[src/hdl/rffa_pkg.sv]
// Shared types and constants of the repulsive force field accumulator.
package rffa_pkg;

  // Internal widths, sized for the widest supported coordinate (48 bits).
  localparam int DELTA_W   = 49;
  localparam int MAG_W     = 49;
  localparam int NET_W     = 49;
  localparam int ACC_W     = 48;
  localparam int PMAG_W    = 31;
  localparam int CFG_W     = 31;
  localparam int RAD_W     = 64;
  localparam int ROOT_W    = 32;
  localparam int QUO_W     = 33;
  localparam int CFG_IDX_W = 3;
  localparam int CFG_DAT_W = 32;

  // Register indexes of the configuration port.
  localparam logic [CFG_IDX_W-1:0] REG_SAFE  = 3'd0;
  localparam logic [CFG_IDX_W-1:0] REG_SHELL = 3'd1;
  localparam logic [CFG_IDX_W-1:0] REG_GAIN  = 3'd2;
  localparam logic [CFG_IDX_W-1:0] REG_LIMIT = 3'd3;
  localparam logic [CFG_IDX_W-1:0] REG_MODE  = 3'd4;

  // Squared distance of 0.001 m in Q32.32.
  localparam logic [RAD_W-1:0] EPS_SQ = 64'd4295;

  typedef struct packed {
    logic [CFG_W-1:0] safe_radius;
    logic [CFG_W-1:0] shell_radius;
    logic [CFG_W-1:0] gain;
    logic [CFG_W-1:0] force_limit;
    logic             mode;
  } cfg_t;

  // One classified point as it travels from the front to the back.
  typedef struct packed {
    logic                    near;
    logic                    last;
    logic [2:0][PMAG_W-1:0]  pmag;
    logic [2:0]              psign;
    logic [2:0][DELTA_W-1:0] gdelta;
  } entry_t;

  typedef struct packed {
    logic             start;
    logic [RAD_W-1:0] radicand;
  } sqrt_req_t;

  typedef struct packed {
    logic              done;
    logic [ROOT_W-1:0] root;
  } sqrt_rsp_t;

  typedef struct packed {
    logic              start;
    logic [RAD_W-1:0]  dividend;
    logic [ROOT_W-1:0] divisor;
  } div_req_t;

  typedef struct packed {
    logic             done;
    logic [QUO_W-1:0] quotient;
  } div_rsp_t;

endpackage

[src/hdl/rffa_div.sv]
// Iterative restoring divider for 33-bit quotients, one bit per cycle.
module rffa_div import rffa_pkg::*; (
  input  logic     clk_i,
  input  logic     rst_ni,
  input  div_req_t req_i,
  output div_rsp_t rsp_o
);

  logic              run_q;
  logic              done_q;
  logic [5:0]        cnt_q;
  logic [ROOT_W-1:0] rem_q;
  logic [QUO_W-1:0]  dq_q;
  logic [QUO_W-1:0]  quo_q;
  logic [ROOT_W-1:0] dvs_q;
  logic [QUO_W-1:0]  trial;
  logic [QUO_W-1:0]  diff;
  logic              fits;

  // The caller guarantees the quotient fits, so the top bits start below the divisor.
  assign trial = {rem_q, dq_q[QUO_W-1]};
  assign diff  = trial - {1'b0, dvs_q};
  assign fits  = (trial >= {1'b0, dvs_q});

  // Control: 33 iterations after each start.
  always_ff @(posedge clk_i or negedge rst_ni) begin
    if (!rst_ni) begin
      run_q  <= 1'b0;
      done_q <= 1'b0;
      cnt_q  <= '0;
    end else begin
      done_q <= 1'b0;
      if (req_i.start) begin
        run_q <= 1'b1;
        cnt_q <= '0;
      end else if (run_q) begin
        cnt_q <= cnt_q + 6'd1;
        if (cnt_q == 6'(QUO_W - 1)) begin
          run_q  <= 1'b0;
          done_q <= 1'b1;
        end
      end
    end
  end

  // Datapath.
  always_ff @(posedge clk_i) begin
    if (req_i.start) begin
      rem_q <= {1'b0, req_i.dividend[RAD_W-1:QUO_W]};
      dq_q  <= req_i.dividend[QUO_W-1:0];
      dvs_q <= req_i.divisor;
    end else if (run_q) begin
      rem_q <= fits ? diff[ROOT_W-1:0] : trial[ROOT_W-1:0];
      dq_q  <= dq_q << 1;
      quo_q <= {quo_q[QUO_W-2:0], fits};
    end
  end

  assign rsp_o.done     = done_q;
  assign rsp_o.quotient = quo_q;

endmodule

[config.mk]
export PLATFORM = sky130hd
export DESIGN_NAME = rffa_div
export DESIGN_NICKNAME = d
export VERILOG_FILES = /design/src/hdl/rffa_pkg.sv /design/src/hdl/rffa_div.sv
export SDC_FILE = /design/constraint.sdc
export NUM_CORES = 1
export LEC_CHECK = 0
export ABC_AREA = 1
export BUFFER_PORTS_ARGS = -buffer_cell sky130_fd_sc_hd__buf_2
export CORE_MARGIN = 2
export CORE_UTILIZATION = 35
export DETAILED_ROUTE_END_ITERATION = 10
export GPL_TIMING_DRIVEN = 0
export PLACE_DENSITY = 0.61
export SYNTH_ARGS = -nofsm -noshare
export SYNTH_HDL_FRONTEND = slang
export SYNTH_SLANG_ARGS = --single-unit
[constraint.sdc]
create_clock -name clk_i -period 2.7 [get_ports clk_i]
set_input_delay 0.135 -clock clk_i [delete_from_list [all_inputs] [get_ports clk_i]]
set_output_delay 0.135 -clock clk_i [all_outputs]
set_load 0.01 [all_outputs]
==> summary.md <==
| Metric | Value |
|---|---|
| Sink Count | 138 |
| Power per cell area | 892 nW/um2 |
| Worst path buffer plus inverter count | 1 |
| Fin Clk Skew | 10.2 ps |
| Starting DRC count in detailed routing | 323 |
| Fin crit period | 2560 ps |
| Share of power burned in registers | 31.0% |
| Max-slew violations | 0 |
| RSZ-0062 raised after global routing | no |
| Post-Synthesis Cells | 1042 |
| Ant. Diodes | 0 |
| Part of the power in combinational logic | 45.1% |
| CTS tree | built |
| YS warnings | 0 |
| First drt pass iteration count | 5 |
| Max frequency | 0.390 GHz |
| CP Capture Type | register |
| Largest net degree at the start of global routing | 68 |
| GRT Overall Usage | 17.6% |
| Startpoint type of the worst setup path | register |
| CORE AREA | 22800 um2 |
| Synth-to-Final Area Change | 31.4% |
| Initial antenna violation count | 0 |
| WL/cell | 13.2 um |
| Die H | 157 um |
| Critical Path RT | 2870 ps |
| Result of the run | finished clean |
| First-pass GRT wire length | 34100 um |
| Row Count | 55 |
| Sw Pwr | 0.00387 W |
| Highest-count cells in the layout ignoring fill and taps | nand2_1 (442), inv_1 (190), buf_2 (139) |
| Post-CTS setup buffers | 0 |
| End-of-flow core utilization | 47.1% |
| Yosys cell types | 31 |
| Top Family by Delay on Critical Path | simple AND/OR/NAND/NOR gates |
| Clk pwr share | 23.8% |
| VDD IR max | 0.000365 V |
| Tcrit/Tclk final | 94.9% |
| Fin Setup TNS | 0 ps |
| Commonest non-fill, non-tap cell in the layout | nand2_1 |
| Static Leakage | 5.51 nW |
| CTS root buffer | clkbuf_16 |
| Number of synthesized flops with an enable pin | 129 |
| Initial Util | 35.9% |
| Share of post-route cells with drive strength above 1 | 14.5% |
| I/O pin cnt | 133 |
| Max Root-Sink Buffers | 2 |
| Htree depth | 4 |
| Die width | 157 um |
| Wirelength, routed | 21200 um |
| Crit path largest cell delay | 420 ps |
| Flops & latches, synth | 138 |
| Synth Cell Area | 8170 um2 |
| Dpl hpwl | 15300 um |
| Top FF cell, synth | edfxtp_1 |
| Inserted Clock Buffers | 17 |
| CP max FO | 10 |
| Cell Int Power | 0.00571 W |
| Worst slew margin | 35.3% |
| # DRC | 0 |
| Mean Syn Cell Area | 7.84 um2 |
| Seq/Total Area, Yosys | 50.1% |
| RD Place Congestion | 0.902 |
| Net Count, Synth | 1176 |
| Via density | 4.40 |
| Clk slew on worst S/H paths | 60 ps |
| Clock Latency Late Sink | 420 ps |
| Worst path slowest cell | edfxtp_1 |
| Switching share of power | 40.4% |
| Crit path kind | register to register |
| Final ANT Viol Nets | 0 |
| Tightest Hold Check Type | primary input to register |
| Crit path DAT | 2740 ps |
| Worst Tran Pin Value | 968 ps |
| Via count | 7089 |
| Ys async rst share | 5.80% |
| Die area | 24600 um2 |
| Fin. Hold Viols | 0 |
| Max Cap Viol | 0 |
| Final nets | 1420 |
| Remaining Overflow, GRT | 0 |
| Port Buf Inserts | 132 |
| Most frequent cell on the critical path | nand2_1 |
| Worst path cell trace | ha_1 > nand2_1 > nor2_1 > nand4_1 > nor3_1 > a21oi_2 > nand2_4 > buf_6 > nand2_1 > nand3_1 > nand2_1 |
| Vias in the first global route | 7117 |
| Finish-stage setup viols | 0 |
-- state kept, by name, indices dropped and copies added, names as in the netlist --
name / cells
cnt_q: 6
done_q: 1
dq_q: 33
dvs_q: 32
quo_q: 33
rem_q: 32
run_q: 1
-- worst register-to-register path, cell delays in order, from the launching register on --
cell and delay, ps:
edfxtp_1 420, ha_1 400, nand2_1 110, nor2_1 330, nand4_1 120, nor3_1 200, a21oi_2 160, nand2_4 170
buf_6 190, nand2_1 70, nand3_1 90, nand2_1 60
-- stage by stage --
step | hold WS, ps | instances | setup WS [ps] | area (um2) | power (W)
after floorplan | -161 | 1042 | 345 | 8170 | 0.00612
after global placement | -14.3 | 1487 | -795 | 9220 | 0.00716
after detailed placement | -13.1 | 1487 | 129 | 9230 | 0.00721
after CTS | 0.966 | 1611 | 106 | 10700 | 0.00964
after global routing | 14.0 | 1612 | 22.8 | 10700 | 0.0104
final | 7.86 | 1612 | 136 | 10700 | 0.00957
-- metal layers --
metal / share of wire, % / GRT usage [%] / vias up / wire length (um)
met5: 0 / 0 / - / 0
met4: 0.99 / 4.67 / 0 / 211
met3: 4.1 / 3.77 / 12 / 861
met2: 47 / 30.4 / 121 / 10100
met1: 47 / 22.4 / 3217 / 10100
li1: - / - / 3739 / -
-- cell families (layout without fill, tap and decap cells) --
group | Yosys count | count (layout) | share of synthesized area (%)
DFF | 138 | 138 | 50.1
buffers and inverters | 217 | 474 | 10.4
and+or+nand+nor | 603 | 603 | 30.2
adders and majority gates | 35 | 35 | 5.45
xor gates and xnor gates | 15 | 15 | 1.61
AOI/OAI and AO/OA | 34 | 34 | 2.22
-- what timing repair did --
item                                    CTS  global route
endpoints found under the hold margin    99             1
hold buffers                             92             1
gates resized for setup                   0             3
endpoints found under the setup margin    0            20
-- cell type report --
class	count	area (um2)
Timing Repair Buffer	225	1590
Tap cell	313	392
Clock buffer	21	450
Buffer	25	129
Multi-Input combinational cell	687	3240
Sequential cell	138	4090
Inverter	192	723
Clock inverter	11	113
Fill cell	2289	12000
-- power groups by stage --
stage,Clock [W],Combinational (W),Sequential (W)
global placement,0,0.00415,0.00300
finish,0.00228,0.00432,0.00297
detailed placement,0,0.00420,0.00301
CTS,0.00234,0.00433,0.00297
floorplan,0,0.00314,0.00298
global route,0.00242,0.00498,0.00302
-- path summary, 6_finish.rpt --
check                      startpoint   endpoint  slack, ps  depth (start not counted)
max in group asynchronous      rst_ni   cnt_q[4]       2440                          2
min in group asynchronous      rst_ni   cnt_q[3]         80                          2
min reg2reg                  quo_q[3]   quo_q[4]        440                          0
min                         req_i[69]   rem_q[4]          8                          3
max                         rem_q[24]  rem_q[26]        140                         11
max reg2reg                 rem_q[24]  rem_q[26]        140                         11
-- Yosys cell counts, drive strengths merged (2+ instances only) --
library cell	instances	area (um2)
nand3	84	425
nor2	45	171
nand3b	6	45.0
o21bai	2	15.0
buf	15	91.3
xnor2	15	131
clkbuf	10	37.5
dfrtp	8	200
and2	4	25.0
nor3	10	55.1
a21oi	25	129
inv	192	721
nand4	5	31.3
ha	34	425
o21ai	6	30.0
nand2	448	1710
edfxtp	129	3870
No activity file was read; power rests on OpenSTA's default activity.
