### src/hdl/rffa_pkg.sv
// Shared types and constants of the repulsive force field accumulator.
package rffa_pkg;

  // Internal widths, sized for the widest supported coordinate (48 bits).
  localparam int DELTA_W   = 49;
  localparam int MAG_W     = 49;
  localparam int NET_W     = 49;
  localparam int ACC_W     = 48;
  localparam int PMAG_W    = 31;
  localparam int CFG_W     = 31;
  localparam int RAD_W     = 64;
  localparam int ROOT_W    = 32;
  localparam int QUO_W     = 33;
  localparam int CFG_IDX_W = 3;
  localparam int CFG_DAT_W = 32;

  // Register indexes of the configuration port.
  localparam logic [CFG_IDX_W-1:0] REG_SAFE  = 3'd0;
  localparam logic [CFG_IDX_W-1:0] REG_SHELL = 3'd1;
  localparam logic [CFG_IDX_W-1:0] REG_GAIN  = 3'd2;
  localparam logic [CFG_IDX_W-1:0] REG_LIMIT = 3'd3;
  localparam logic [CFG_IDX_W-1:0] REG_MODE  = 3'd4;

  // Squared distance of 0.001 m in Q32.32.
  localparam logic [RAD_W-1:0] EPS_SQ = 64'd4295;

  typedef struct packed {
    logic [CFG_W-1:0] safe_radius;
    logic [CFG_W-1:0] shell_radius;
    logic [CFG_W-1:0] gain;
    logic [CFG_W-1:0] force_limit;
    logic             mode;
  } cfg_t;

  // One classified point as it travels from the front to the back.
  typedef struct packed {
    logic                    near;
    logic                    last;
    logic [2:0][PMAG_W-1:0]  pmag;
    logic [2:0]              psign;
    logic [2:0][DELTA_W-1:0] gdelta;
  } entry_t;

  typedef struct packed {
    logic             start;
    logic [RAD_W-1:0] radicand;
  } sqrt_req_t;

  typedef struct packed {
    logic              done;
    logic [ROOT_W-1:0] root;
  } sqrt_rsp_t;

  typedef struct packed {
    logic              start;
    logic [RAD_W-1:0]  dividend;
    logic [ROOT_W-1:0] divisor;
  } div_req_t;

  typedef struct packed {
    logic             done;
    logic [QUO_W-1:0] quotient;
  } div_rsp_t;

endpackage

### src/hdl/rffa_queue.sv
// Two-entry queue that decouples the front end from the back end.
module rffa_queue import rffa_pkg::*; (
  input  logic   clk_i,
  input  logic   rst_ni,
  input  logic   push_i,
  input  entry_t wdata_i,
  output logic   full_o,
  input  logic   pop_i,
  output entry_t rdata_o,
  output logic   empty_o
);

  entry_t     slots_q [2];
  logic       wptr_q;
  logic       rptr_q;
  logic [1:0] count_q;
  logic       do_push;
  logic       do_pop;

  assign full_o  = (count_q == 2'd2);
  assign empty_o = (count_q == 2'd0);
  assign rdata_o = slots_q[rptr_q];
  assign do_push = push_i & ~full_o;
  assign do_pop  = pop_i & ~empty_o;

  // Pointers and fill count.
  always_ff @(posedge clk_i or negedge rst_ni) begin
    if (!rst_ni) begin
      wptr_q  <= 1'b0;
      rptr_q  <= 1'b0;
      count_q <= 2'd0;
    end else begin
      if (do_push) wptr_q <= ~wptr_q;
      if (do_pop) rptr_q <= ~rptr_q;
      if (do_push && !do_pop) count_q <= count_q + 2'd1;
      else if (!do_push && do_pop) count_q <= count_q - 2'd1;
    end
  end

  // Storage.
  always_ff @(posedge clk_i) begin
    if (do_push) slots_q[wptr_q] <= wdata_i;
  end

endmodule

### config.mk
export PLATFORM = sky130hd
export DESIGN_NAME = rffa_queue
export DESIGN_NICKNAME = d
export VERILOG_FILES = /design/src/hdl/rffa_pkg.sv /design/src/hdl/rffa_queue.sv
export SDC_FILE = /design/constraint.sdc
export NUM_CORES = 1
export LEC_CHECK = 0
export BUFFER_PORTS_ARGS = -buffer_cell sky130_fd_sc_hd__buf_2
export CAP_MARGIN = 15
export CORE_ASPECT_RATIO = 0.5
export CORE_MARGIN = 10
export CORE_UTILIZATION = 40
export DETAILED_ROUTE_END_ITERATION = 7
export GPL_TIMING_DRIVEN = 0
export PLACE_DENSITY = 0.63
export SLEW_MARGIN = 20
export SYNTH_ARGS = -nofsm -noshare
export SYNTH_HDL_FRONTEND = slang
export SYNTH_SLANG_ARGS = --single-unit
### constraint.sdc
create_clock -name clk_i -period 23.4 [get_ports clk_i]
set_input_delay 1.17 -clock clk_i [delete_from_list [all_inputs] [get_ports clk_i]]
set_output_delay 1.17 -clock clk_i [all_outputs]
set_load 0.01 [all_outputs]
==> run metrics, run 1 <==
Hold Slack=0.411 ns; Cells after Synth=781; Hold/Removal Path Class=in2async; antenna-violating nets left=0; Starting Density=0.409; max_slew headroom=0.481; leak pwr=0.00868 uW; sw frac=0.297; I/O Buffers=495; CTS Buf Count=46; global-route wire length before repair=65600 um; Worst Path Class, Setup=reg2out; R2R Setup Slk=20.82 ns; Syn-to-layout area delta=29.0%; commonest non-fill, non-tap cell in the layout=buf_2; Via density=4.78; clock root buffer=clkbuf_16; Worst-Skew Late Latency=0.56 ns; largest net degree at the start of global routing=54; DR pass1 iterations=4; peak supply drop=0.0567 mV; 1st-iter DRT viols=531; RR Endpoint=slots_q[0][114]$_DFFE_PP_; Reg2Reg Depth=7; chip width=320 um; post-synthesis net count=1031; average size of a mapped cell=23.1 um2; Int Power=2110 uW; GRT Util Overall=0.162; Setup Buffers After CTS=0; CP endpoint kind=primary output; core area=0.0441 mm2; Core Util, Final=0.528; clk sinks=494; Overflow after GRT=0; Sequential Area=0.0148 mm2; DP HPWL=35900 um; worst-path fanout max=10; hold buffer count at CTS=0; sequential share of power=0.415; initial antenna violation count=10; Design Power=3000 uW; Slew Limit Fails=0; register area share after synthesis=0.822; most frequent cells in the layout=buf_2, edfxtp_1, mux2_2, clkbuf_16, clkbuf_8; Die Footprint=0.0545 mm2; share of layout cells above drive strength 1=0.618; footprint of the multi-input gates=0.00286 mm2; critical path startpoint category=flip-flop; vias in the first global route=10.3k; maxcap violations=0; setup violators final=0; maximum clock path buffer count=3; RePlAce Congestion=0.783; H-tree depth=2; # rows=54; share of total power in combinational logic=0.322; sw power=891 uW; Cell Area, Synth=0.0180 mm2; final hold violations=0; Worst Path Required=22.23 ns; CTS tree=built; setup TNS=0 ns; fmax=0.315 GHz; fillcell total=3593; Worst-Margin Slew=0.777 ns; status=completed; minimum clock period=3.17 ns; CTS resizes=0; clk_skew=0.0218 ns; WL/cell=23.8 um; Synth warnings=0; FF+latch count, synth=494; Critical Path AT=2.00 ns; unrepaired setup endpoints after global routing=no; clock share of power=0.262; Yosys cell types=14; total number of vias=9437; DRC=0; Final nets=1590; FF-to-FF Start=count_q[0]$_DFFE_PN0P_; height of the chip=170 um; power density over the cells=129 mW/mm2; total wire length=47100 um; clock transition at the registers of the reported paths=0.07 ns; fin crit share=0.136; # IOs=496
==> cell type report <==
cell class                 instances  area share
sequential                       494       0.637
timing repair buffer             511       0.124
multi-input combinational        258       0.123
clock buffer                      55      0.0519
tap                              588      0.0316
clock inverter                    29      0.0159
buffer                            27      0.0151
antenna                           11     0.00118
inverter                           2    0.000323
==> kinds of logic (layout without fill, tap and decap cells) <==
kind of cell | Yosys count | after routing | synth area share
other | 0 | 11 | 0
flip-flops | 494 | 494 | 0.822
AO/OA/AOI/OAI | 1 | 1 | 0.000277
AND/OR/NAND/NOR | 6 | 6 | 0.00153
adder cells (fa/ha/maj) | 1 | 1 | 0.000694
XOR/XNOR | 5 | 5 | 0.00243
multiplexers | 245 | 245 | 0.153
buffers and inverters | 29 | 624 | 0.0199
==> Yosys cell counts <==
| cell type | count | area share |
|---|---|---|
| and3_1 | 1 | 0.00035 |
| buf_6 | 8 | 0.0050 |
| clkbuf_8 | 19 | 0.015 |
| dfrtp_1 | 4 | 0.0056 |
| edfxtp_1 | 490 | 0.82 |
| ha_1 | 1 | 0.00069 |
| inv_1 | 2 | 0.00042 |
| mux2_2 | 245 | 0.15 |
| nand2_1 | 1 | 0.00021 |
| nand2b_1 | 1 | 0.00035 |
| nor2_1 | 3 | 0.00062 |
| o21ai_0 | 1 | 0.00028 |
| xnor2_1 | 3 | 0.0015 |
| xor2_1 | 2 | 0.00097 |
==> power by group through the flow <==
stage / sequential, uW / clock, uW / combinational (uW)
after detailed placement: 1270 / 0 / 991
after floorplan: 1330 / 0 / 550
after CTS: 1250 / 808 / 995
after global placement: 1380 / 0 / 922
after global routing: 1260 / 843 / 1030
final: 1250 / 787 / 968
==> worst max-delay path: stages, from the launching register on <==
cell,delay (ns)
dfrtp_1,0.43
buf_6,0.22
clkbuf_8,0.23
mux2_2,0.40
buf_2,0.16
==> sequential cells by signal, summed over array words and instances (netlist names) <==
register / count
slots_q: 490
rptr_q: 1
wptr_q: 1
count_q: 2
==> metal layers <==
layer  track usage  vias to the layer above  share of wire
met4        0.0686                        0          0.037
met2         0.345                      196           0.62
met3        0.0238                       91          0.029
li1              -                     4258              -
met5             0                        -              0
met1         0.151                     4892           0.32
==> stage by stage <==
stage	setup slack, ns	instances	cell area (um2)
final	20.23	1975	23200
after global routing	20.18	1974	23200
after CTS	20.19	1964	23200
after detailed placement	20.15	1880	21600
after global placement	5.80	1864	21200
after floorplan	11.14	781	18000
==> worst max-delay path by stage <==
stage | startpoint | slack [ns] | to | cells past startpoint
finish | rptr_q$_DFFE_PN0P_ | 20.23 | rdata_o[4] | 4
global route | rptr_q$_DFFE_PN0P_ | 20.18 | rdata_o[5] | 4
CTS | rptr_q$_DFFE_PN0P_ | 20.19 | rdata_o[5] | 4
detailed placement | push_i | 20.15 | slots_q[0][114]$_DFFE_PP_ | 7
global placement | push_i | 5.80 | slots_q[0][108]$_DFFE_PP_ | 3
floorplan | push_i | 11.14 | slots_q[0][0]$_DFFE_PP_ | 2
Note: power is estimated with default switching activity, not from simulation.
==> run 2, diff against run 1 <==
- PLACE_DENSITY: 0.63 -> 0.65
- clock period: 23.4 -> 2.7 ns (I/O delays scaled with it)
==> run 2 against run 1 <==
- worst setup slack got worse by 20 ns
- sequential share of layout area decreased by 5.9 points
- critical path type is now reg2reg
- sequential power increased to 8.6 times the previous value
==> run metrics, run 2 (same netlist as run 1, synthesis figures left out) <==
hold path depth=2; Critical Path AT=2.50 ns; CTS resizes=0; DP HPWL=36200 um; total wire length=50200 um; status=completed; Critical-path top delay cell=nor2_4; Hold EP=slots_q[1][160]$_DFFE_PP_; setup violators final=0; CP endpoint kind=flip-flop; max_slew headroom=0.584; Biggest register=slots_q; delay-heaviest family, CP=simple AND/OR/NAND/NOR gates; critical path startpoint category=flip-flop; Starting Density=0.409; Regs by FF count=slots_q (490), count_q (2); # IOs=496; fmax=0.446 GHz; max reg flops=490; GRT Util Overall=0.174; FF-to-FF Start=count_q[0]$_DFFE_PN0P_; core area=0.0441 mm2; antenna-violating nets left=0; 1st-iter DRT viols=611; Reg2Reg Depth=7; fin area=0.0256 mm2; peak supply drop=0.523 mV; Overflow after GRT=0; most used cell, CP=buf_16; DR pass1 iterations=4; total number of vias=10.6k; crit path cell chain=nand2b_4, nand2_4, nor2_4, buf_16, buf_16, buf_16, buf_8; CTS tree=built; clock transition at the registers of the reported paths=0.07 ns; power density over the cells=1010 mW/mm2; footprint of the multi-input gates=0.00288 mm2; initial antenna violation count=6; leak pwr=0.00969 uW; DRC=0; CP bufs+invs=4; commonest non-fill, non-tap cell in the layout=buf_2; height of the chip=170 um; setup TNS=0 ns; CP peak stage delay=0.49 ns; maxcap violations=0; RR Endpoint=slots_q[0][106]$_DFFE_PP_; placed cell area=0.0217 mm2; vias in the first global route=11.7k; clk sinks=494; final hold violations=0; # rows=54; clk_skew=0.0151 ns; WL/cell=22.6 um; hold path start=wdata_i[160]; global-route wire length before repair=71800 um; Syn-to-layout area delta=42.2%; fillcell total=3341; Slew Limit Fails=0; CTS Buf Count=45; I/O Buffers=495; share of layout cells above drive strength 1=0.528; Worst-Skew Late Latency=0.56 ns; Final nets=1840; Hold/Removal Path Class=in2reg; largest net degree at the start of global routing=49; worst-path fanout max=18; Worst Path Class, Setup=reg2reg; Die Footprint=0.0545 mm2; Worst-Margin Slew=0.623 ns; Sequential Area=0.0148 mm2; clock root buffer=clkbuf_16; Worst Path Required=2.95 ns; maximum clock path buffer count=3; chip width=320 um; R2R Setup Slk=0.46 ns; unrepaired setup endpoints after global routing=no; minimum clock period=2.24 ns; most frequent cells in the layout=buf_2, edfxtp_1, dlygate4sd3_1, mux2_2, clkbuf_16; fin crit share=0.831; Via density=4.77; H-tree depth=2; RePlAce Congestion=0.780
==> run 2: changes by cell type in the layout (fill, tap and decap cells not counted) <==
cell / delta
dlygate4sd3_1: +249
clkbuf_1: -4
bufinv_16: -6
nand2b_1: -1
nand2b_4: +1
buf_8: +2
clkinv_1: -1
clkinv_4: +1
diode_2: -5
nand2_1: -1
clkinv_2: +11
inv_6: -2
nand2_4: +1
==> run 2: power by group <==
part / switching (uW) / total, uW / leakage [uW] / internal (uW)
combinational: 4730 / 8800 / 0.00438 / 4080
clock: 2790 / 6260 / 0.000713 / 3460
sequential: 393 / 10800 / 0.00460 / 10400
total: 7910 / 25900 / 0.00969 / 18000
==> run 2: stage by stage <==
step                 util  setup slack [ns]  hold WS, ns  cells  total power (uW)
finish              0.582             0.457        0.300   2220             25900
floorplan               -             -1.96       -0.161    781             15900
CTS                 0.581             0.429        0.274   2214             26200
global route        0.582             0.313        0.286   2220             27000
global placement    0.483             -3.71      -0.0592   1864             19100
detailed placement  0.492             0.441      -0.0547   1882             19600
==> run 2: how the worst max path moves through the flow <==
stage | slack (ns) | cells past startpoint | endpoint | startpoint
2_1_floorplan | -1.96 | 3 | slots_q[0][0]$_DFFE_PP_ | count_q[0]$_DFFE_PN0P_
3_3_place_gp | -3.71 | 3 | slots_q[0][37]$_DFFE_PP_ | count_q[0]$_DFFE_PN0P_
3_5_place_dp | 0.44 | 7 | slots_q[0][106]$_DFFE_PP_ | count_q[0]$_DFFE_PN0P_
4_1_cts | 0.43 | 7 | slots_q[0][106]$_DFFE_PP_ | count_q[0]$_DFFE_PN0P_
5_1_grt | 0.31 | 7 | slots_q[0][241]$_DFFE_PP_ | count_q[0]$_DFFE_PN0P_
6_report | 0.46 | 7 | slots_q[0][106]$_DFFE_PP_ | count_q[0]$_DFFE_PN0P_
==> run 2: area by class of cell <==
class / count / share of cell area
multi-input combinational: 258 / 0.112
clock inverter: 32 / 0.00908
tap: 588 / 0.0287
sequential: 494 / 0.578
clock buffer: 51 / 0.0465
antenna: 6 / 0.000586
timing repair buffer: 762 / 0.211
inverter: 2 / 0.000293
buffer: 27 / 0.0137
==> run 2: layer usage <==
metal	wire, um	track usage	up-vias
met5	0	0	-
met4	2550	0.0911	0
met3	1650	0.0277	126
met2	29700	0.352	247
met1	16300	0.169	5462
li1	-	-	4753
==> run 2: what timing repair did <==
action,CTS,global route
hold endpoints to repair,496,0
setup buffers,0,0
hold buffers,249,0
endpoints found under the setup margin,0,0
