==> config.mk <==
export PLATFORM = sky130hd
export DESIGN_NAME = rffa_front
export DESIGN_NICKNAME = d
export VERILOG_FILES = /design/src/hdl/rffa_pkg.sv /design/src/hdl/rffa_front.sv
export SDC_FILE = /design/constraint.sdc
export NUM_CORES = 1
export LEC_CHECK = 0
export ABC_AREA = 1
export BUFFER_PORTS_ARGS = -buffer_cell sky130_fd_sc_hd__buf_2
export CORE_MARGIN = 2
export CORE_UTILIZATION = 39
export DETAILED_ROUTE_END_ITERATION = 10
export PLACE_DENSITY = 0.66
export SYNTH_ARGS = -nofsm -noshare
export SYNTH_HDL_FRONTEND = slang
export SYNTH_SLANG_ARGS = --single-unit
export TNS_END_PERCENT = 30
==> constraint.sdc <==
create_clock -name vclk -period 5.2
set_input_delay 1.04 -clock vclk [all_inputs]
set_output_delay 1.04 -clock vclk [all_outputs]
set_load 0.01 [all_outputs]
==> src/hdl/rffa_pkg.sv <==
// Shared types and constants of the repulsive force field accumulator.
package rffa_pkg;

  // Internal widths, sized for the widest supported coordinate (48 bits).
  localparam int DELTA_W   = 49;
  localparam int MAG_W     = 49;
  localparam int NET_W     = 49;
  localparam int ACC_W     = 48;
  localparam int PMAG_W    = 31;
  localparam int CFG_W     = 31;
  localparam int RAD_W     = 64;
  localparam int ROOT_W    = 32;
  localparam int QUO_W     = 33;
  localparam int CFG_IDX_W = 3;
  localparam int CFG_DAT_W = 32;

  // Register indexes of the configuration port.
  localparam logic [CFG_IDX_W-1:0] REG_SAFE  = 3'd0;
  localparam logic [CFG_IDX_W-1:0] REG_SHELL = 3'd1;
  localparam logic [CFG_IDX_W-1:0] REG_GAIN  = 3'd2;
  localparam logic [CFG_IDX_W-1:0] REG_LIMIT = 3'd3;
  localparam logic [CFG_IDX_W-1:0] REG_MODE  = 3'd4;

  // Squared distance of 0.001 m in Q32.32.
  localparam logic [RAD_W-1:0] EPS_SQ = 64'd4295;

  typedef struct packed {
    logic [CFG_W-1:0] safe_radius;
    logic [CFG_W-1:0] shell_radius;
    logic [CFG_W-1:0] gain;
    logic [CFG_W-1:0] force_limit;
    logic             mode;
  } cfg_t;

  // One classified point as it travels from the front to the back.
  typedef struct packed {
    logic                    near;
    logic                    last;
    logic [2:0][PMAG_W-1:0]  pmag;
    logic [2:0]              psign;
    logic [2:0][DELTA_W-1:0] gdelta;
  } entry_t;

  typedef struct packed {
    logic             start;
    logic [RAD_W-1:0] radicand;
  } sqrt_req_t;

  typedef struct packed {
    logic              done;
    logic [ROOT_W-1:0] root;
  } sqrt_rsp_t;

  typedef struct packed {
    logic              start;
    logic [RAD_W-1:0]  dividend;
    logic [ROOT_W-1:0] divisor;
  } div_req_t;

  typedef struct packed {
    logic             done;
    logic [QUO_W-1:0] quotient;
  } div_rsp_t;

endpackage

==> src/hdl/rffa_front.sv <==
// Front end: forms the point and goal offsets and classifies each point.
module rffa_front import rffa_pkg::*; #(
  parameter int COORD_WIDTH = 32
) (
  input  logic signed [COORD_WIDTH-1:0] point_x_i,
  input  logic signed [COORD_WIDTH-1:0] point_y_i,
  input  logic signed [COORD_WIDTH-1:0] point_z_i,
  input  logic signed [COORD_WIDTH-1:0] agent_x_i,
  input  logic signed [COORD_WIDTH-1:0] agent_y_i,
  input  logic signed [COORD_WIDTH-1:0] agent_z_i,
  input  logic signed [COORD_WIDTH-1:0] goal_x_i,
  input  logic signed [COORD_WIDTH-1:0] goal_y_i,
  input  logic signed [COORD_WIDTH-1:0] goal_z_i,
  input  logic                          last_point_i,
  output entry_t                        entry_o
);

  logic signed [DELTA_W-1:0] pv [3];
  logic signed [DELTA_W-1:0] av [3];
  logic signed [DELTA_W-1:0] gv [3];
  logic signed [DELTA_W-1:0] dv [3];
  logic        [MAG_W-1:0]   mag [3];
  logic        [2:0]         far;
  logic        [2:0]         zero;

  // Sign-extend all coordinates to the common offset width.
  assign pv[0] = DELTA_W'(point_x_i);
  assign pv[1] = DELTA_W'(point_y_i);
  assign pv[2] = DELTA_W'(point_z_i);
  assign av[0] = DELTA_W'(agent_x_i);
  assign av[1] = DELTA_W'(agent_y_i);
  assign av[2] = DELTA_W'(agent_z_i);
  assign gv[0] = DELTA_W'(goal_x_i);
  assign gv[1] = DELTA_W'(goal_y_i);
  assign gv[2] = DELTA_W'(goal_z_i);

  // Per axis: exact offsets, magnitudes and the far and zero tests.
  for (genvar i = 0; i < 3; i++) begin : g_axis
    assign dv[i]   = pv[i] - av[i];
    assign mag[i]  = dv[i][DELTA_W-1] ? MAG_W'(-dv[i]) : MAG_W'(dv[i]);
    assign far[i]  = |mag[i][MAG_W-1:PMAG_W];
    assign zero[i] = (mag[i] == '0);
    assign entry_o.pmag[i]   = mag[i][PMAG_W-1:0];
    assign entry_o.psign[i]  = dv[i][DELTA_W-1];
    assign entry_o.gdelta[i] = gv[i] - av[i];
  end

  // A point is worth the back end's time only if it is neither far nor on the agent.
  assign entry_o.near = ~(|far) & ~(&zero);
  assign entry_o.last = last_point_i;

endmodule

==> out/metrics.yaml, run 1 <==
global_route:
  antenna_found_initial: 2
  grt_start_max_net_pins: 31
  grt_pass1_vias: 22100
  globalRouteOverflowTotal: 0
  grt_pass1_wl_um: 106000
  grt.total_usage: 0.271
setup_path:
  worstPathArrival_ns: 4.26
  path_max_fanout: 3
  crit_buf_inv: 4
  crit_top_cell: "nor2_2"
  max_stage_delay_ns: 0.59
  crit_path_top_delay_cell: "fa_2"
  critPathRequiredTime_ns: 4.16
  cp-end-kind: "output pin"
  start_kind: "primary input"
  crit_type: "in -> out"
  crit_family: "simple AND/OR/NAND/NOR gates"
run_status:
  failed_checks: "setup timing"
  status: "complete, but fails checks"
power:
  power.leakage_nw: 15.2
  peakVddDrop_mv: 0.141
  powerDensity_mw_per_mm2: 173
final_layout:
  ff_latch_area_um2: 0
  area_growth_pct: 37.8
  fin_util: 0.541
  nClkBuffers: 0
  final_cell_area_mm2: 0.0244
  drive_above_1_share: 0.270
  fin_nets: 4948
  seq_cells: 0
placement:
  dpl_cell_area_mm2: 0.0235
  gp_routability_congestion: 0.982
  port_buffers: 532
  dp_hpwl_um: 60400
sta:
  maxSlewHeadroom: 0.482
  setup_viol: 1
  slew_violations: 0
  fmax_mhz: 189
  rsz0062_at_grt: "yes"
  setup_tns_ns: -0.104
  period_share: 1.02
  tightest_slew_ns: 0.757
  finalHoldViolCount: 0
  min_period_ns: 5.30
  setup_ws_ns: -0.104
routing:
  viasPerCell: 4.76
  drt_iter0_markers: 1403
  wl_per_cell_um: 13.5
  ant_nets: 0
  vias: 24100
  drt-total-wl_um: 68000
  drcViolationCount: 0
  drt_pass1_iterations: 6
logic_synthesis:
  synth.top_cells.by_count: "1332 x nand2_1, 722 x inv_1, 330 x nor2_1"
  ys_types: 39
  synth_fp_nets: 4086
  seq_area_frac_synth: 0
  yosysMostFrequentCell: "nand2_1"
  yosys-top-cells-area: "nand2_1 28%, inv_1 15%, ha_1 14%"
  syn-cell-area_mm2: 0.0177
  yosysTopAreaCell: "nand2_1"
  syn_avg_cell_area_um2: 4.92
  synth.top_cell.area_share: 0.282
  yosys_warnings: 0
  syn_inst: 3596
floorplan:
  rows: 78
  die_x_um: 217
  die_area_mm2: 0.0471
  start_util: 0.393
  coreArea_mm2: 0.0451
  ios: 534
  die_h_um: 217
min_path:
  min_path_type: "in -> out"
run:
  drv_cap: 0
clock_network:
  ctsHoldBuffers: 0
## final cells by class
cell class	instances	area (µm²)
Fill cell	4938	20700
Multi-Input combinational cell	2798	15200
Timing Repair Buffer	923	5710
Inverter	735	2760
Tap cell	600	751
Antenna cell	1	2.50
## metal layers
metal	part of all wire	vias up	global-route usage	wire length (µm)
li1	-	12800	-	-
met1	0.45	10400	0.346	30400
met2	0.46	729	0.489	31600
met3	0.061	91	0.0232	4150
met4	0.028	2	0.0632	1900
met5	0.00016	-	0	11
## kinds of logic after synthesis
group	Yosys count	share of synthesized area
XOR/XNOR	100	0.0495
AND/OR/NAND/NOR	2154	0.513
adder cells (fa/ha/maj)	201	0.145
AO/OA/AOI/OAI	339	0.107
buffers and inverters	802	0.186
## report_power, final
group          switching, mW    total (mW)  internal (mW)  leakage, nW
combinational           2.46          4.22           1.76         15.2
clock                      0  0.0000000257   0.0000000257   0.00000634
sequential                 0             0              0            0
total                   2.46          4.22           1.76         15.2
## metrics by stage
stage               power [mW]  hold slack [ns]  worst slack [ns]  std cells
floorplan                 2.32             2.17             0.264       3596
global placement          3.99             2.08            -0.223       5034
detailed placement        4.01             2.08            -0.237       5034
CTS                       4.06             2.08           -0.0896       5040
global route              4.67             2.08            -0.310       5057
finish                    4.22             2.08            -0.104       5057
## worst paths after layout
path	start	end	cells past startpoint
min	last_point_i	entry_o[243]	0
max	point_x_i[0]	entry_o[244]	25
## layout by cell type (no fill, tap or decap), types with 5 or more instances in the layout
cell type  synthesis  layout
nand3_4            0       5
inv_1            722     717
nand2_1         1332    1285
nor2_2            28      53
xnor2_1           36      36
o21ai_2            1       5
ha_2               0       7
nor2_1           330     289
o21bai_1          14      14
ha_4               0       7
a21o_1             6       6
a31oi_1           34      34
nand3_1          263     242
nand2_2           59      96
o21ai_1            9      30
nand3_2           14      30
buf_12             0       5
a21boi_0          14       7
ha_1             195     181
xor2_1            64      64
buf_2              3     531
nor2_4             4      20
a21oi_1          164     155
a21boi_1          15      19
a21oi_2            3      11
inv_2             11      16
nand4_1           45      45
nand2_4            1      14
and2_1            13      13
buf_4             56     383
nor3_1            27      25
nand3b_1          33      33
o21ai_0           71      45
nor3_2             3       5
## timing repair
| action | CTS | global route |
|---|---|---|
| gates resized for setup | 44 | 186 |
| pin swaps | 16 | 64 |
| gates cloned | 0 | 6 |
| setup endpoints to repair | 55 | 75 |
| buffers inserted | 6 | 10 |
Note: power is estimated with default switching activity, not from simulation.
==> run 2, diff against run 1 <==
--- a/config.mk
+++ b/config.mk
@@ -10,7 +10,9 @@
 export CORE_MARGIN = 2
 export CORE_UTILIZATION = 39
 export DETAILED_ROUTE_END_ITERATION = 10
-export PLACE_DENSITY = 0.66
+export PLACE_DENSITY = 0.69
+export SETUP_SLACK_MARGIN = 0.15
+export SLEW_MARGIN = 20
 export SYNTH_ARGS = -nofsm -noshare
 export SYNTH_HDL_FRONTEND = slang
 export SYNTH_SLANG_ARGS = --single-unit
==> constraint.sdc (replaced) <==
create_clock -name vclk -period 4.45
set_input_delay 0.89 -clock vclk [all_inputs]
set_output_delay 0.89 -clock vclk [all_outputs]
set_load 0.01 [all_outputs]
==> out/metrics.yaml, run 2 (synthesized netlist as in run 1, its figures left out) <==
routing:
  drt_pass1_iterations: 6
  ant_nets: 0
  drcViolationCount: 0
  drt-total-wl_um: 78200
  viasPerCell: 4.88
  drt_iter0_markers: 1863
  vias: 27100
  wl_per_cell_um: 14.0
sta:
  setup_ws_ns: -0.439
  tightest_slew_ns: 0.795
  setup_viol: 42
  slew_violations: 0
  maxSlewHeadroom: 0.456
  min_period_ns: 4.89
  rsz0062_at_grt: "yes"
  fmax_mhz: 205
  finalHoldViolCount: 0
  period_share: 1.10
final_layout:
  drive_above_1_share: 0.413
  nClkBuffers: 0
  final_common_cell: "nand2_1"
  area_growth_pct: 72.2
  final_cell_mix: "1169 x nand2_1, 841 x buf_4, 669 x inv_1"
  fin_nets: 5458
  ff_latch_area_um2: 0
  multi_input_area_mm2: 0.0168
  fin_util: 0.676
  n_fill_cell: 3996
  seq_cells: 0
  final_cells: 5567
min_path:
  min_path_type: "in -> out"
  min_from: "last_point_i"
  holdPathEnd: "entry_o[243]"
  holdPathStages: 0
global_route:
  grt_start_max_net_pins: 27
  antenna_found_initial: 1
  grt.total_usage: 0.296
  grt_pass1_wl_um: 116000
  globalRouteOverflowTotal: 0
  grt_pass1_vias: 24900
placement:
  gp_routability_congestion: 0.985
  preCtsSetupSlack_ns: -0.761
  dp_cells: 5450
  dp_hpwl_um: 63200
  port_buffers: 532
power:
  p_int_mw: 2.92
  power.leakage_nw: 18.1
  p_sw_frac: 0.534
  comb_power_share: 1.000
  power_switching_mw: 3.34
  peakVddDrop_mv: 0.158
  seqPwrFrac: 0
  powerDensity_mw_per_mm2: 205
  pwr-share-clk: 0
setup_path:
  crit_path_top_delay_cell: "ha_4"
  crit_family: "simple AND/OR/NAND/NOR gates"
  path_max_fanout: 4
  critPathRequiredTime_ns: 3.56
  crit_type: "in -> out"
  start_kind: "primary input"
  crit_buf_inv: 8
  crit_top_cell: "nand2_1"
  cp-end-kind: "output pin"
  worstPathArrival_ns: 4.00
  max_stage_delay_ns: 0.23
floorplan:
  rows: 78
  coreArea_mm2: 0.0451
  die_h_um: 217
  die_x_um: 217
  die_area_mm2: 0.0471
  start_util: 0.393
  ios: 534
clock_network:
  ctsHoldBuffers: 0
run_status:
  status: "complete, but fails checks"
  failed_checks: "setup timing"
run:
  drv_cap: 0
run 2: power groups by stage:
stage                 clock [mW]  sequential, mW  combinational, mW
CTS                            0               0               5.56
floorplan                      0               0               2.72
global route        0.0000000301               0               6.79
global placement               0               0               5.19
detailed placement             0               0               5.24
finish              0.0000000301               0               6.25
run 2: metal layers:
metal,global-route usage,vias up,part of all wire
met3,0.0300,162,0.067
met2,0.542,954,0.49
met5,0,-,0
met4,0.0870,0,0.036
li1,-,13900,-
met1,0.363,12200,0.41
run 2: area by class of cell:
cell class / instances / area share
diodes: 1 / 0.0000821
inverters: 735 / 0.0913
multi-input cells: 2802 / 0.553
well taps: 600 / 0.0246
repair buffers: 1429 / 0.331
run 2: worst max path at each step:
stage / startpoint / to / slack (ns) / depth (start not counted)
2_1_floorplan: goal_x_i[0] / entry_o[33] / 0.10 / 19
3_3_place_gp: point_x_i[0] / entry_o[244] / -0.73 / 25
3_5_place_dp: agent_y_i[0] / entry_o[244] / -0.76 / 28
4_1_cts: agent_y_i[0] / entry_o[244] / -0.50 / 26
5_1_grt: agent_y_i[0] / entry_o[244] / -0.68 / 25
6_report: agent_y_i[3] / entry_o[244] / -0.44 / 26
run 2: metrics by stage:
stage / TNS, ns / hold slack, ns / total power [mW] / instance area [µm²]
final: -5.09 / 1.78 / 6.25 / 30500
after global routing: -14.63 / 1.78 / 6.79 / 30500
after CTS: -3.33 / 1.78 / 5.56 / 28000
after detailed placement: -19.31 / 1.78 / 5.24 / 26600
after global placement: -15.81 / 1.78 / 5.19 / 26600
after floorplan: 0 / 1.87 / 2.72 / 17700
run 2: timing repair:
| action | CTS | global route |
|---|---|---|
| endpoints found under the setup margin | 136 | 146 |
| resized for setup | 261 | 511 |
| buffers inserted | 58 | 46 |
| cloned | 4 | 8 |
| pin swaps | 113 | 184 |
